[config.mk]
export PLATFORM = sky130hd
export DESIGN_NAME = tiled_to_linear_pixel_mapper_core
export DESIGN_NICKNAME = d
export VERILOG_FILES = /design/src/rtl/tlpm_pkg.sv /design/src/rtl/tlpm_fifo.sv /design/src/rtl/tlpm_front.sv /design/src/rtl/tlpm_back.sv /design/src/rtl/tiled_to_linear_pixel_mapper_core.sv
export VERILOG_INCLUDE_DIRS = /design/src /design/src/rtl
export SDC_FILE = /design/constraint.sdc
export NUM_CORES = 2
export LEC_CHECK = 0
export CAP_MARGIN = 20
export CELL_PAD_IN_SITES_DETAIL_PLACEMENT = 1
export CELL_PAD_IN_SITES_GLOBAL_PLACEMENT = 1
export CORE_UTILIZATION = 53
export CTS_BUF_LIST = sky130_fd_sc_hd__clkbuf_8 sky130_fd_sc_hd__clkbuf_16
export DETAILED_ROUTE_END_ITERATION = 8
export DONT_BUFFER_PORTS = 1
export PLACE_DENSITY_LB_ADDON = 0.1
export SYNTH_ARGS = -nofsm -noshare
export SYNTH_HDL_FRONTEND = slang
export SYNTH_SLANG_ARGS = --single-unit
[constraint.sdc]
create_clock -name i_clk -period 6.85 [get_ports i_clk]
set_clock_uncertainty 0.1 [all_clocks]
set_input_delay 0.3425 -clock i_clk [delete_from_list [all_inputs] [get_ports i_clk]]
set_output_delay 0.3425 -clock i_clk [all_outputs]
set_load 0.01 [all_outputs]
[src/rtl/tiled_to_linear_pixel_mapper_core_defines.svh]
// Assertion helpers, clocked on i_clk and held off during reset.
`ifndef TILED_TO_LINEAR_PIXEL_MAPPER_CORE_DEFINES_SVH
`define TILED_TO_LINEAR_PIXEL_MAPPER_CORE_DEFINES_SVH

// Condition that must hold at every edge.
`define TLPM_ASSERT_ALWAYS(lbl, cond, msg) \
    lbl: assert property (@(posedge i_clk) disable iff (!i_rst_n) (cond)) else $error(msg);

// Consequence that must hold in the cycle after the antecedent.
`define TLPM_ASSERT_NEXT(lbl, ante, cons, msg) \
    lbl: assert property (@(posedge i_clk) disable iff (!i_rst_n) (ante) |=> (cons)) \
        else $error(msg);

`endif

[src/rtl/tlpm_pkg.sv]
package tlpm_pkg;

    localparam int OFFSET_BITS_DEF = 20;
    localparam int LIN_OFF_W       = 20;
    localparam int OFF_FULL_W      = 44;
    localparam int PROD_W          = 43;
    localparam int ADDR_W          = 5;
    localparam int DATA_W          = 32;
    localparam int MID_DEPTH       = 2;
    localparam int MID_CNT_W       = $clog2(MID_DEPTH + 1);
    localparam int OUT_DEPTH       = 8;
    localparam int OUT_CNT_W       = $clog2(OUT_DEPTH + 1);

    localparam logic [2:0] REG_DEPTH_MODE       = 3'd0;
    localparam logic [2:0] REG_METATILES_ACROSS = 3'd1;
    localparam logic [2:0] REG_METATILE_WIDTH   = 3'd2;
    localparam logic [2:0] REG_METATILE_HEIGHT  = 3'd3;
    localparam logic [2:0] REG_INVERT           = 3'd4;

    localparam logic [1:0] DEPTH_1BPP = 2'd0;
    localparam logic [1:0] DEPTH_4BPP = 2'd1;

    typedef struct packed {
        logic [7:0] tile_byte;
        logic       last_byte;
    } t_in;

    typedef struct packed {
        logic [LIN_OFF_W-1:0] linear_offset;
        logic [7:0]           pixel_byte;
        logic                 out_of_range;
        logic                 end_of_image;
    } t_out;

    typedef struct packed {
        logic [1:0] depth_mode;
        logic [8:0] metatiles_across;
        logic [5:0] metatile_width;
        logic [5:0] metatile_height;
        logic       invert;
    } t_cfg;

    typedef struct packed {
        logic [7:0]  pixel_byte;
        logic        last_byte;
        logic [1:0]  shift;
        logic [2:0]  byte_in_row;
        logic [2:0]  row_in_tile;
        logic [4:0]  sub_tile_col;
        logic [4:0]  sub_tile_row;
        logic [7:0]  metatile_col;
        logic [15:0] metatile_row;
    } t_rec;

    typedef struct packed {
        logic       push;
        logic [2:0] inflight;
    } t_back_stat;

    function automatic logic [5:0] clamp_tiles(input logic [5:0] v);
        logic [5:0] r;
        if (v == 6'd0) begin
            r = 6'd1;
        end else if (v > 6'd32) begin
            r = 6'd32;
        end else begin
            r = v;
        end
        return r;
    endfunction

    function automatic logic [8:0] clamp_across(input logic [8:0] v);
        logic [8:0] r;
        if (v == 9'd0) begin
            r = 9'd1;
        end else if (v > 9'd256) begin
            r = 9'd256;
        end else begin
            r = v;
        end
        return r;
    endfunction

    // log2 of bytes per tile row
    function automatic logic [1:0] depth_shift(input logic [1:0] mode);
        logic [1:0] r;
        case (mode)
            DEPTH_1BPP: begin
                r = 2'd0;
            end
            DEPTH_4BPP: begin
                r = 2'd2;
            end
            default: begin
                r = 2'd3;
            end
        endcase
        return r;
    endfunction

endpackage

[src/rtl/tlpm_fifo.sv]
module tlpm_fifo #(
    parameter int WIDTH = 8,
    parameter int DEPTH = 4
) (
    input  logic                           i_clk,
    input  logic                           i_rst_n,
    input  logic                           i_push,
    input  logic [WIDTH-1:0]               i_data,
    output logic                           o_full,
    input  logic                           i_pop,
    output logic [WIDTH-1:0]               o_data,
    output logic                           o_empty,
    output logic [$clog2(DEPTH+1)-1:0]     o_count
);
    localparam int AW = (DEPTH > 1) ? $clog2(DEPTH) : 1;
    localparam int CW = $clog2(DEPTH + 1);

    logic [WIDTH-1:0] r_mem [DEPTH];
    logic [AW-1:0]    r_wr_ptr, n_wr_ptr;
    logic [AW-1:0]    r_rd_ptr, n_rd_ptr;
    logic [CW-1:0]    r_count, n_count;
    logic             wr_en, rd_en;

    assign o_full  = (r_count == CW'(DEPTH));
    assign o_empty = (r_count == '0);
    assign o_count = r_count;
    assign o_data  = r_mem[r_rd_ptr];
    assign wr_en   = i_push && !o_full;
    assign rd_en   = i_pop && !o_empty;

    always_comb begin
        n_wr_ptr = r_wr_ptr;
        n_rd_ptr = r_rd_ptr;
        n_count  = r_count;
        if (wr_en) begin
            n_wr_ptr = (r_wr_ptr == AW'(DEPTH - 1)) ? '0 : r_wr_ptr + 1'b1;
        end
        if (rd_en) begin
            n_rd_ptr = (r_rd_ptr == AW'(DEPTH - 1)) ? '0 : r_rd_ptr + 1'b1;
        end
        if (wr_en && !rd_en) begin
            n_count = r_count + 1'b1;
        end else if (rd_en && !wr_en) begin
            n_count = r_count - 1'b1;
        end
    end

    always_ff @(posedge i_clk) begin
        if (!i_rst_n) begin
            r_wr_ptr <= '0;
            r_rd_ptr <= '0;
            r_count  <= '0;
        end else begin
            r_wr_ptr <= n_wr_ptr;
            r_rd_ptr <= n_rd_ptr;
            r_count  <= n_count;
        end
    end

    always_ff @(posedge i_clk) begin
        if (wr_en) begin
            r_mem[r_wr_ptr] <= i_data;
        end
    end

endmodule

[src/rtl/tlpm_front.sv]
module tlpm_front (
    input  logic          i_clk,
    input  logic          i_rst_n,
    input  tlpm_pkg::t_cfg i_cfg,
    input  logic          i_push,
    input  tlpm_pkg::t_in i_item,
    input  logic          i_room,
    output logic          o_wr,
    output tlpm_pkg::t_rec o_rec
);
    import tlpm_pkg::*;

    logic [2:0]  r_bir, n_bir;
    logic [2:0]  r_rit, n_rit;
    logic [4:0]  r_stc, n_stc;
    logic [4:0]  r_str, n_str;
    logic [7:0]  r_mcol, n_mcol;
    logic [15:0] r_mrow, n_mrow;

    logic [1:0]  shift;
    logic [3:0]  bpr;
    logic [5:0]  mw, mh;
    logic [8:0]  ma;
    logic [3:0]  bir_inc;
    logic [3:0]  rit_inc;
    logic [5:0]  stc_inc, str_inc;
    logic [8:0]  mcol_inc;
    logic [7:0]  pix;
    logic [7:0]  b;

    assign shift = depth_shift(i_cfg.depth_mode);
    assign bpr   = 4'd1 << shift;
    assign mw    = clamp_tiles(i_cfg.metatile_width);
    assign mh    = clamp_tiles(i_cfg.metatile_height);
    assign ma    = clamp_across(i_cfg.metatiles_across);
    assign o_wr  = i_push && i_room;
    assign b     = i_item.tile_byte;

    always_comb begin
        case (i_cfg.depth_mode)
            DEPTH_1BPP: begin
                pix = {b[0], b[1], b[2], b[3], b[4], b[5], b[6], b[7]};
            end
            DEPTH_4BPP: begin
                pix = {b[3:0], b[7:4]};
            end
            default: begin
                pix = b;
            end
        endcase
        if (i_cfg.invert) begin
            pix = ~pix;
        end
    end

    always_comb begin
        o_rec.pixel_byte   = pix;
        o_rec.last_byte    = i_item.last_byte;
        o_rec.shift        = shift;
        o_rec.byte_in_row  = r_bir;
        o_rec.row_in_tile  = r_rit;
        o_rec.sub_tile_col = r_stc;
        o_rec.sub_tile_row = r_str;
        o_rec.metatile_col = r_mcol;
        o_rec.metatile_row = r_mrow;
    end

    // Carry chain: wrap to 0 at or past limit; last_byte zeroes all.
    always_comb begin
        bir_inc  = {1'b0, r_bir} + 4'd1;
        rit_inc  = {1'b0, r_rit} + 4'd1;
        stc_inc  = {1'b0, r_stc} + 6'd1;
        str_inc  = {1'b0, r_str} + 6'd1;
        mcol_inc = {1'b0, r_mcol} + 9'd1;
        n_bir  = r_bir;
        n_rit  = r_rit;
        n_stc  = r_stc;
        n_str  = r_str;
        n_mcol = r_mcol;
        n_mrow = r_mrow;
        if (bir_inc >= bpr) begin
            n_bir = '0;
            n_rit = rit_inc[2:0];
            if (rit_inc[3]) begin
                if (stc_inc >= mw) begin
                    n_stc = '0;
                    if (str_inc >= mh) begin
                        n_str = '0;
                        if (mcol_inc >= ma) begin
                            n_mcol = '0;
                            n_mrow = r_mrow + 16'd1;
                        end else begin
                            n_mcol = mcol_inc[7:0];
                        end
                    end else begin
                        n_str = str_inc[4:0];
                    end
                end else begin
                    n_stc = stc_inc[4:0];
                end
            end
        end else begin
            n_bir = bir_inc[2:0];
        end
        if (i_item.last_byte) begin
            n_bir  = '0;
            n_rit  = '0;
            n_stc  = '0;
            n_str  = '0;
            n_mcol = '0;
            n_mrow = '0;
        end
    end

    always_ff @(posedge i_clk) begin
        if (!i_rst_n) begin
            r_bir  <= '0;
            r_rit  <= '0;
            r_stc  <= '0;
            r_str  <= '0;
            r_mcol <= '0;
            r_mrow <= '0;
        end else if (o_wr) begin
            r_bir  <= n_bir;
            r_rit  <= n_rit;
            r_stc  <= n_stc;
            r_str  <= n_str;
            r_mcol <= n_mcol;
            r_mrow <= n_mrow;
        end
    end

endmodule

[src/rtl/tlpm_back.sv]
module tlpm_back #(
    parameter int OFFSET_BITS = tlpm_pkg::OFFSET_BITS_DEF
) (
    input  logic                          i_clk,
    input  logic                          i_rst_n,
    input  tlpm_pkg::t_cfg                i_cfg,
    input  tlpm_pkg::t_rec                i_rec,
    input  logic                          i_rec_valid,
    input  logic [tlpm_pkg::OUT_CNT_W-1:0] i_out_count,
    output logic                          o_rec_pop,
    output tlpm_pkg::t_out                o_result,
    output tlpm_pkg::t_back_stat          o_stat
);
    import tlpm_pkg::*;

    logic [5:0] mw, mh;
    logic [8:0] ma;

    // stage 1: products of counters and sizes
    logic        r_v1;
    logic [21:0] r1_a;
    logic [13:0] r1_b;
    logic [14:0] r1_p;
    logic [4:0]  r1_str, r1_stc;
    logic [2:0]  r1_rit, r1_bir;
    logic [1:0]  r1_shift;
    logic [7:0]  r1_pix;
    logic        r1_last;

    // stage 2: row, column and pitch
    logic        r_v2;
    logic [24:0] r2_y;
    logic [15:0] r2_x;
    logic [17:0] r2_pitch;
    logic [7:0]  r2_pix;
    logic        r2_last;

    // stage 3: row times pitch
    logic              r_v3;
    logic [PROD_W-1:0] r3_prod;
    logic [15:0]       r3_x;
    logic [7:0]        r3_pix;
    logic              r3_last;

    logic [21:0]           n2_row;
    logic [13:0]           n2_col;
    logic [OFF_FULL_W-1:0] offset;
    logic [3:0]            pending;

    assign mw = clamp_tiles(i_cfg.metatile_width);
    assign mh = clamp_tiles(i_cfg.metatile_height);
    assign ma = clamp_across(i_cfg.metatiles_across);

    // take a record only if the result queue can absorb everything in flight
    assign pending   = 4'(i_out_count) + 4'(r_v1) + 4'(r_v2) + 4'(r_v3);
    assign o_rec_pop = i_rec_valid && (pending < 4'(OUT_DEPTH));

    assign n2_row = r1_a + 22'(r1_str);
    assign n2_col = r1_b + 14'(r1_stc);

    always_ff @(posedge i_clk) begin
        if (!i_rst_n) begin
            r_v1 <= 1'b0;
            r_v2 <= 1'b0;
            r_v3 <= 1'b0;
        end else begin
            r_v1 <= o_rec_pop;
            r_v2 <= r_v1;
            r_v3 <= r_v2;
        end
    end

    always_ff @(posedge i_clk) begin
        r1_a     <= 22'(i_rec.metatile_row) * 22'(mh);
        r1_b     <= 14'(i_rec.metatile_col) * 14'(mw);
        r1_p     <= 15'(ma) * 15'(mw);
        r1_str   <= i_rec.sub_tile_row;
        r1_stc   <= i_rec.sub_tile_col;
        r1_rit   <= i_rec.row_in_tile;
        r1_bir   <= i_rec.byte_in_row;
        r1_shift <= i_rec.shift;
        r1_pix   <= i_rec.pixel_byte;
        r1_last  <= i_rec.last_byte;

        r2_y     <= {n2_row[21:0], r1_rit};
        r2_x     <= (16'(n2_col) << r1_shift) + 16'(r1_bir);
        r2_pitch <= 18'(r1_p) << r1_shift;
        r2_pix   <= r1_pix;
        r2_last  <= r1_last;

        r3_prod  <= PROD_W'(r2_y) * PROD_W'(r2_pitch);
        r3_x     <= r2_x;
        r3_pix   <= r2_pix;
        r3_last  <= r2_last;
    end

    assign offset = OFF_FULL_W'(r3_prod) + OFF_FULL_W'(r3_x);

    always_comb begin
        for (int i = 0; i < LIN_OFF_W; i++) begin
            o_result.linear_offset[i] = (i < OFFSET_BITS) ? offset[i] : 1'b0;
        end
        o_result.pixel_byte   = r3_pix;
        o_result.out_of_range = |offset[OFF_FULL_W-1:OFFSET_BITS];
        o_result.end_of_image = r3_last;
    end

    assign o_stat.push     = r_v3;
    assign o_stat.inflight = {r_v3, r_v2, r_v1};

endmodule

[src/rtl/tiled_to_linear_pixel_mapper_core.sv]
// Tiled-to-linear pixel mapper. Bytes of an 8x8-tile stream go in through
// push/full; for each one a result (linear bitmap offset, converted pixel
// byte, out-of-range flag, end-of-image copy) comes out through empty/pop
// in the same order. The front end steps the position counters and converts
// the byte, the back end is a three-stage multiply pipeline; a two-entry
// queue sits between them and an eight-entry queue holds results. One byte
// is taken per clock when results are drained; a result is visible once
// its byte has passed the middle queue, the pipeline and the result queue.
// Program the APB registers only while no results are outstanding.
module tiled_to_linear_pixel_mapper_core #(
    parameter int OFFSET_BITS = tlpm_pkg::OFFSET_BITS_DEF
) (
    input  logic                         i_clk,
    input  logic                         i_rst_n,
    input  logic                         push,
    output logic                         full,
    input  tlpm_pkg::t_in                i_item,
    output logic                         empty,
    input  logic                         pop,
    output tlpm_pkg::t_out               o_result,
    input  logic                         psel,
    input  logic                         penable,
    input  logic                         pwrite,
    input  logic [tlpm_pkg::ADDR_W-1:0]  paddr,
    input  logic [tlpm_pkg::DATA_W-1:0]  pwdata,
    output logic [tlpm_pkg::DATA_W-1:0]  prdata,
    output logic                         pready
);
    import tlpm_pkg::*;

    t_cfg                 r_cfg;
    t_rec                 front_rec, mid_rec;
    t_out                 back_result;
    t_back_stat           back_stat;
    logic                 front_wr;
    logic                 mid_full, mid_empty, mid_pop;
    logic [MID_CNT_W-1:0] mid_count;
    logic                 out_full;
    logic [OUT_CNT_W-1:0] out_count;
    logic [2:0]           reg_idx;
    logic                 cfg_wr;

    assign pready  = 1'b1;
    assign reg_idx = paddr[ADDR_W-1:2];
    assign cfg_wr  = psel && penable && pwrite && pready;
    assign full    = mid_full;

    always_ff @(posedge i_clk) begin
        if (!i_rst_n) begin
            r_cfg.depth_mode       <= DEPTH_4BPP;
            r_cfg.metatiles_across <= 9'd1;
            r_cfg.metatile_width   <= 6'd1;
            r_cfg.metatile_height  <= 6'd1;
            r_cfg.invert           <= 1'b0;
        end else if (cfg_wr) begin
            case (reg_idx)
                REG_DEPTH_MODE: begin
                    r_cfg.depth_mode <= pwdata[1:0];
                end
                REG_METATILES_ACROSS: begin
                    r_cfg.metatiles_across <= pwdata[8:0];
                end
                REG_METATILE_WIDTH: begin
                    r_cfg.metatile_width <= pwdata[5:0];
                end
                REG_METATILE_HEIGHT: begin
                    r_cfg.metatile_height <= pwdata[5:0];
                end
                REG_INVERT: begin
                    r_cfg.invert <= pwdata[0];
                end
                default: begin
                end
            endcase
        end
    end

    always_comb begin
        case (reg_idx)
            REG_DEPTH_MODE: begin
                prdata = DATA_W'(r_cfg.depth_mode);
            end
            REG_METATILES_ACROSS: begin
                prdata = DATA_W'(r_cfg.metatiles_across);
            end
            REG_METATILE_WIDTH: begin
                prdata = DATA_W'(r_cfg.metatile_width);
            end
            REG_METATILE_HEIGHT: begin
                prdata = DATA_W'(r_cfg.metatile_height);
            end
            REG_INVERT: begin
                prdata = DATA_W'(r_cfg.invert);
            end
            default: begin
                prdata = '0;
            end
        endcase
    end

    tlpm_front u_front (
        .i_clk   (i_clk),
        .i_rst_n (i_rst_n),
        .i_cfg   (r_cfg),
        .i_push  (push),
        .i_item  (i_item),
        .i_room  (!mid_full),
        .o_wr    (front_wr),
        .o_rec   (front_rec)
    );

    tlpm_fifo #(
        .WIDTH ($bits(t_rec)),
        .DEPTH (MID_DEPTH)
    ) u_mid_fifo (
        .i_clk   (i_clk),
        .i_rst_n (i_rst_n),
        .i_push  (front_wr),
        .i_data  (front_rec),
        .o_full  (mid_full),
        .i_pop   (mid_pop),
        .o_data  (mid_rec),
        .o_empty (mid_empty),
        .o_count (mid_count)
    );

    tlpm_back #(
        .OFFSET_BITS (OFFSET_BITS)
    ) u_back (
        .i_clk       (i_clk),
        .i_rst_n     (i_rst_n),
        .i_cfg       (r_cfg),
        .i_rec       (mid_rec),
        .i_rec_valid (!mid_empty),
        .i_out_count (out_count),
        .o_rec_pop   (mid_pop),
        .o_result    (back_result),
        .o_stat      (back_stat)
    );

    tlpm_fifo #(
        .WIDTH ($bits(t_out)),
        .DEPTH (OUT_DEPTH)
    ) u_out_fifo (
        .i_clk   (i_clk),
        .i_rst_n (i_rst_n),
        .i_push  (back_stat.push),
        .i_data  (back_result),
        .o_full  (out_full),
        .i_pop   (pop),
        .o_data  (o_result),
        .o_empty (empty),
        .o_count (out_count)
    );

`include "tiled_to_linear_pixel_mapper_core_defines.svh"

    `TLPM_ASSERT_ALWAYS(a_no_out_overflow, !(back_stat.push && out_full), "result queue overflow")
    `TLPM_ASSERT_ALWAYS(a_credit_bound, (4'(out_count) + 4'($countones(back_stat.inflight)) <= 4'(OUT_DEPTH)), "in-flight transactions exceed result space")
    `TLPM_ASSERT_NEXT(a_drain_empty, (pop && !empty && out_count == OUT_CNT_W'(1) && !back_stat.push), empty, "result queue not empty after last pop")
    `TLPM_ASSERT_ALWAYS(a_mid_bound, (mid_count <= MID_CNT_W'(MID_DEPTH)), "middle queue count out of range")

endmodule

# Word-level counts from Yosys, hierarchy flattened
# Memory sizes are Yosys's and may differ from the RTL's. A register that Yosys moved wholly into a read port is not among the register bits.
# Index checks and enable logic that the tools add are counted.
# classes
n_mul	4
n_reduce_logical	45
bitwise_logic	1
div_mod_pow	0
eq_ne	9
addsub	21
n_shift	3
magnitude_cmp	8
mux	51
# op_table
op	count
two-way mux 16 bit	6
two-way mux 8 bit	7
two-way mux 5 bit	9
case mux 9 bit (5 select lines)	1
adder 43 x 16 -> 44 bit	1
multiplier 25 x 18 -> 43 bit	1
two-way mux 3 bit	8
two-way mux 6 bit	4
OR reduction 24 bit	1
adder 22 x 5 -> 22 bit	1
multiplier 16 x 6 -> 22 bit	1
two-way mux 9 bit	2
left shift 15 x 2 -> 18 bit	1
adder 16 x 1 -> 16 bit, second input constant	1
adder 16 x 3 -> 16 bit	1
case mux 8 bit (2 select lines)	1
left shift 14 x 2 -> 16 bit	1
multiplier 9 x 6 -> 15 bit	1
adder 14 x 5 -> 14 bit	1
multiplier 8 x 6 -> 14 bit	1
nonzero test 2 bit	7
adder 4 x 1 -> 4 bit	3
adder 5 x 1 -> 6 bit, second input constant	2
greater-or-equal comparator 6 bit	2
37 further kinds	78
# totals
rom_bits	0
out_inout_bits	65
ff_bits	295
mem_count	2
ramBits	342
word_cells	183
input_bits	53
latchBits	0
# memory_table
memory	words	word_bits	read_ports	rd_ports_with_merged_regs	write_ports	line_no	rtl
u_out_fifo.r_mem	8	30	1	1	1	tlpm_fifo.sv:18	logic [WIDTH-1:0] r_mem [DEPTH];
u_mid_fifo.r_mem	2	51	1	1	1	tlpm_fifo.sv:18	

# Longest topological paths before layout
# logic_depth
word_depth	10
depth_mapped	25
mapped_depth_nobuf	24

# Modules after synthesis
# Synthesis repeated with hierarchy kept, for this count alone.
# unflattened
cells_unflattened	4253
hier_area_um2	46234.3
# by_module_without_submodules
module	instances	area_each_um2	seq_area_each_um2	cells_per_inst
tlpm_back	1	27889.2	4344.2	3092
tlpm_fifo (u_out_fifo)	1	9945.8	7467.2	423
tlpm_fifo (u_mid_fifo)	1	3901.2	3163.0	184
tlpm_front	1	3134.3	800.8	402
tiled_to_linear_pixel_mapper_core	1	1363.8	480.5	152

# Least setup slack after synthesis
# No wires, ideal clock.
# synth_timing
kind	flip-flop to flip-flop
from	reg u_back.r2_y[9]
to	reg u_back.r3_prod[42]
path_buffers	2
arrival_ps	6079
setup_time_ps	72
period_less_slack_ps	6251
required_ps	6678
slack_ps	599
path_stages_with_launch	24
cell_sequence	dfxtp_1 -> clkbuf_1 -> clkbuf_1 -> nand2_1 -> fa_1 -> fa_1 -> fa_1 -> fa_1 -> inv_1 -> fa_1 -> inv_1 -> fa_1 -> inv_1 -> ha_1 -> a21o_1 -> a221o_1 -> a32oi_1 -> o211ai_1 -> o311a_1 -> nor2_1 -> a211o_1 -> o2111ai_1 -> a21oi_1 -> xnor2_1
# synth_via
elab_chain_cells	1
# synth_lines
element	line_no	rtl
start: declaration	tlpm_back.sv:32	logic [24:0] r2_y;
start signal: assignment	tlpm_back.sv:85	r2_y <= {n2_row[21:0], r1_rit};
multiplier 25 x 18 -> 43 bit	tlpm_back.sv:91	r3_prod <= PROD_W'(r2_y) * PROD_W'(r2_pitch);
end signal: assignment	tlpm_back.sv:91	
end: declaration	tlpm_back.sv:40	logic [PROD_W-1:0] r3_prod;
# Every way passes these cells.
# A chain may end at the register's enable or synchronous reset.

# Final worst setup path
# layout_timing
from	reg u_back.r2_y[10]
to	reg u_back.r3_prod[29]
# The elaborated chain is that of the path after synthesis.

==> metrics.yaml <==
sta:
  rsz0062_at_grt: "yes"
  setup_tns_ns: 0
  slew_violations: 0
  setup_ws_ns: 0.317
  finalHoldViolCount: 0
  tightest_slew_ns: 0.916
  min_period_ns: 6.53
  setup_viol: 0
  max-slew-margin-rel_pct: 38.9
  fmax_mhz: 153
  fin_crit_sh_pct: 95.4
worst_setup_path:
  crit_required_ns: 7.27
  critPathMaxFanout: 12
  critPathCaptureType: "flip-flop"
  crit_type: "reg2reg"
  arrival_ns: 6.95
  cp-start-kind: "flip-flop"
final_layout:
  diodes: 0
  syn2layout_area_growth_pct: 10.4
  postLayoutCoreUtil_pct: 59.4
  finalNonFillerCells: 5424
  drive_above_1_share_pct: 11.6
  nets: 5030
  final_area_um2: 49900
routing:
  detail-route-antenna-nets: 0
  drt-total-wl_mm: 112
  first_pass_iters: 5
  viasPerCell: 5.47
  vias: 29700
  drtIter0Drc: 1465
  wl_per_cell_um: 20.6
  remaining_drc_errors: 0
clock_tree:
  clk_latency_ns: 0.65
  cts_made_buffers: 70
  cts_root_buf: "clkbuf_16"
  cts_tree: "done"
  ctsLongestPathBuffers: 3
  post_cts_buffers: 0
  cts_sinks: 641
  htreeDepth: 3
  clk_pin_slew_ns: 0.07
synthesis:
  ys_ff_latch: 641
  synth_area_leaders: "edfxtp_1 23%, fa_1 21%, dfxtp_1 13%"
  avgSynthCellArea_um2: 10.9
  yosys.area.top_type_share_pct: 22.7
  ys_warn_count: 0
  yosysSeqAreaShare_pct: 36.0
  synth.largest_area_cell: "edfxtp_1"
  yosys-top-cells-count: "605 x inv_1, 531 x nand2_1, 485 x fa_1, 342 x edfxtp_1, 299 x dfxtp_1"
  synth-edff-count: 342
  synth_top_flop_cell: "edfxtp_1"
  synthArstFlopShare_pct: 0
  syn_area_um2: 45200
  yosys.cell_types.count: 94
  syn_inst: 4138
  yosysMostFrequentCell: "inv_1"
floorplan:
  die_h_um: 294
  ioPinCount: 118
  coreArea_um2: 84000
  dieArea_um2: 86400
  initial_core_util_pct: 53.8
  die_x_um: 294
  core.rowCount: 106
power:
  power_density_nw_per_um2: 299
  vdd_drop_max_mv: 0.201
  leakagePower_nw: 22.1
placed_design:
  hpwl_mm: 83.3
  placed_cell_area_um2: 47100
  gp_congestion: 0.847
  dp_cells: 5266
  place_ws_ns: 0.100
  io_buffers: 0
grt:
  grt_pass1_wl_mm: 182
  grt_max_degree: 61
  grt_usage_pct: 26.9
  grt-ovfl-total: 0
  grt_pass1_vias: 33100
  antenna_found_initial: 1
min_path:
  hold_class: "in2reg"
status:
  outcome: "finished clean"
run:
  drv_cap: 0
per-layer routing:
layer | routed length [um] | vias to the layer above | track usage, %
li1 | - | 13600 | -
met1 | 49700 | 15400 | 36.6
met2 | 55600 | 497 | 46.5
met3 | 4150 | 119 | 2.81
met4 | 2020 | 0 | 6.10
met5 | 0 | - | 0
critical path: stages, from the launching register on:
cell	delay [ns]
dfxtp_2	0.37
buf_4	0.20
and2_1	0.19
fa_1	0.53
inv_1	0.06
fa_1	0.46
fa_1	0.51
inv_1	0.05
fa_1	0.48
fa_1	0.50
inv_1	0.05
fa_1	0.48
inv_1	0.06
ha_1	0.28
buf_4	0.15
a21o_1	0.24
o21ai_1	0.15
a21boi_0	0.12
o21ai_1	0.15
a31oi_1	0.06
buf_4	0.19
a21oi_1	0.17
o21ai_1	0.12
o41ai_1	0.39
buf_4	0.19
nand3_1	0.07
o211ai_1	0.10
area by class of cell:
| type | count | area (um2) |
|---|---|---|
| fillers | 8890 | 34100 |
| repair buffers | 178 | 1450 |
| clock inverters | 50 | 487 |
| inverters | 609 | 2290 |
| well taps | 1134 | 1420 |
| clock buffers | 80 | 1930 |
| flip-flops and latches | 641 | 16300 |
| multi-input cells | 2732 | 26000 |
state kept, by name, indices dropped and copies added, names as in the netlist, 8 cells and up, named ones only:
signal	count
r_cfg	24
u_back.r1_a	22
u_back.r1_b	14
u_back.r1_p	15
u_back.r1_pix	8
u_back.r2_pitch	18
u_back.r2_pix	8
u_back.r2_x	16
u_back.r2_y	25
u_back.r3_pix	8
u_back.r3_prod	43
u_back.r3_x	16
u_front.r_mcol	8
u_front.r_mrow	16
u_mid_fifo.r_mem	102
u_out_fifo.r_mem	240
cell usage in the layout (no fill, tap or decap), types with 24 or more instances in the layout:
cell type,netlist,final
a21o_1,54,54
a21oi_1,104,103
and2_1,195,195
and3_1,30,29
buf_4,25,147
clkbuf_16,0,74
conb_1,2,24
dfxtp_1,299,272
dfxtp_2,0,24
dlygate4sd3_1,0,27
edfxtp_1,342,342
fa_1,485,485
ha_1,260,260
inv_1,605,619
mux2_2,83,83
mux2i_1,62,62
mux4_2,70,70
nand2_1,531,531
nand2b_1,26,26
nand3_1,56,56
nor2_1,197,193
nor2b_1,34,34
nor3_1,38,34
o21ai_0,71,68
xnor2_1,119,119
xor2_1,58,58
what timing repair did:
| item | 4_1_cts | 5_1_grt |
|---|---|---|
| resized for setup | 0 | 28 |
| hold buffers | 27 | 0 |
| endpoints found under the setup margin | 0 | 11 |
| endpoints found under the hold margin | 57 | 0 |
per-stage QoR:
step           power (mW)  hold WS [ns]
3_5_place_dp         11.1         0.213
3_3_place_gp         10.8         0.210
5_1_grt              15.8        0.0289
6_report             14.9        0.0244
2_1_floorplan        9.14         0.210
4_1_cts              15.1       0.00189
worst paths after layout:
| path | from | to | slack [ns] | cells after the start |
|---|---|---|---|---|
| setup / recovery | u_back.r2_y[10] | u_back.r3_prod[29] | 0.32 | 26 |
| hold / removal | i_item[3] | u_mid_fifo.r_mem[0][45] | 0.02 | 3 |
| setup reg to reg | u_back.r2_y[10] | u_back.r3_prod[29] | 0.32 | 26 |
| hold reg to reg | u_back.r1_pix[3] | u_back.r2_pix[3] | 0.22 | 0 |
cells by family (layout without fill, tap and decap cells):
group,Yosys count,after routing,share of synthesized area (%)
AO/OA/AOI/OAI,379,379,5.53
XOR/XNOR,177,177,3.43
adder cells (fa/ha/maj),745,745,28.7
buffers and inverters,787,917,6.82
flip-flops,641,641,36.0
multiplexers,217,217,7.03
other,2,24,0.0166
AND/OR/NAND/NOR,1190,1190,12.5
power breakdown:
group	leakage (nW)	internal (mW)	switching, mW
Combinational	15.2	2.20	3.25
Clock	1.22	2.22	1.66
Sequential	5.60	5.04	0.561
Power figures use the tool's default switching activity.
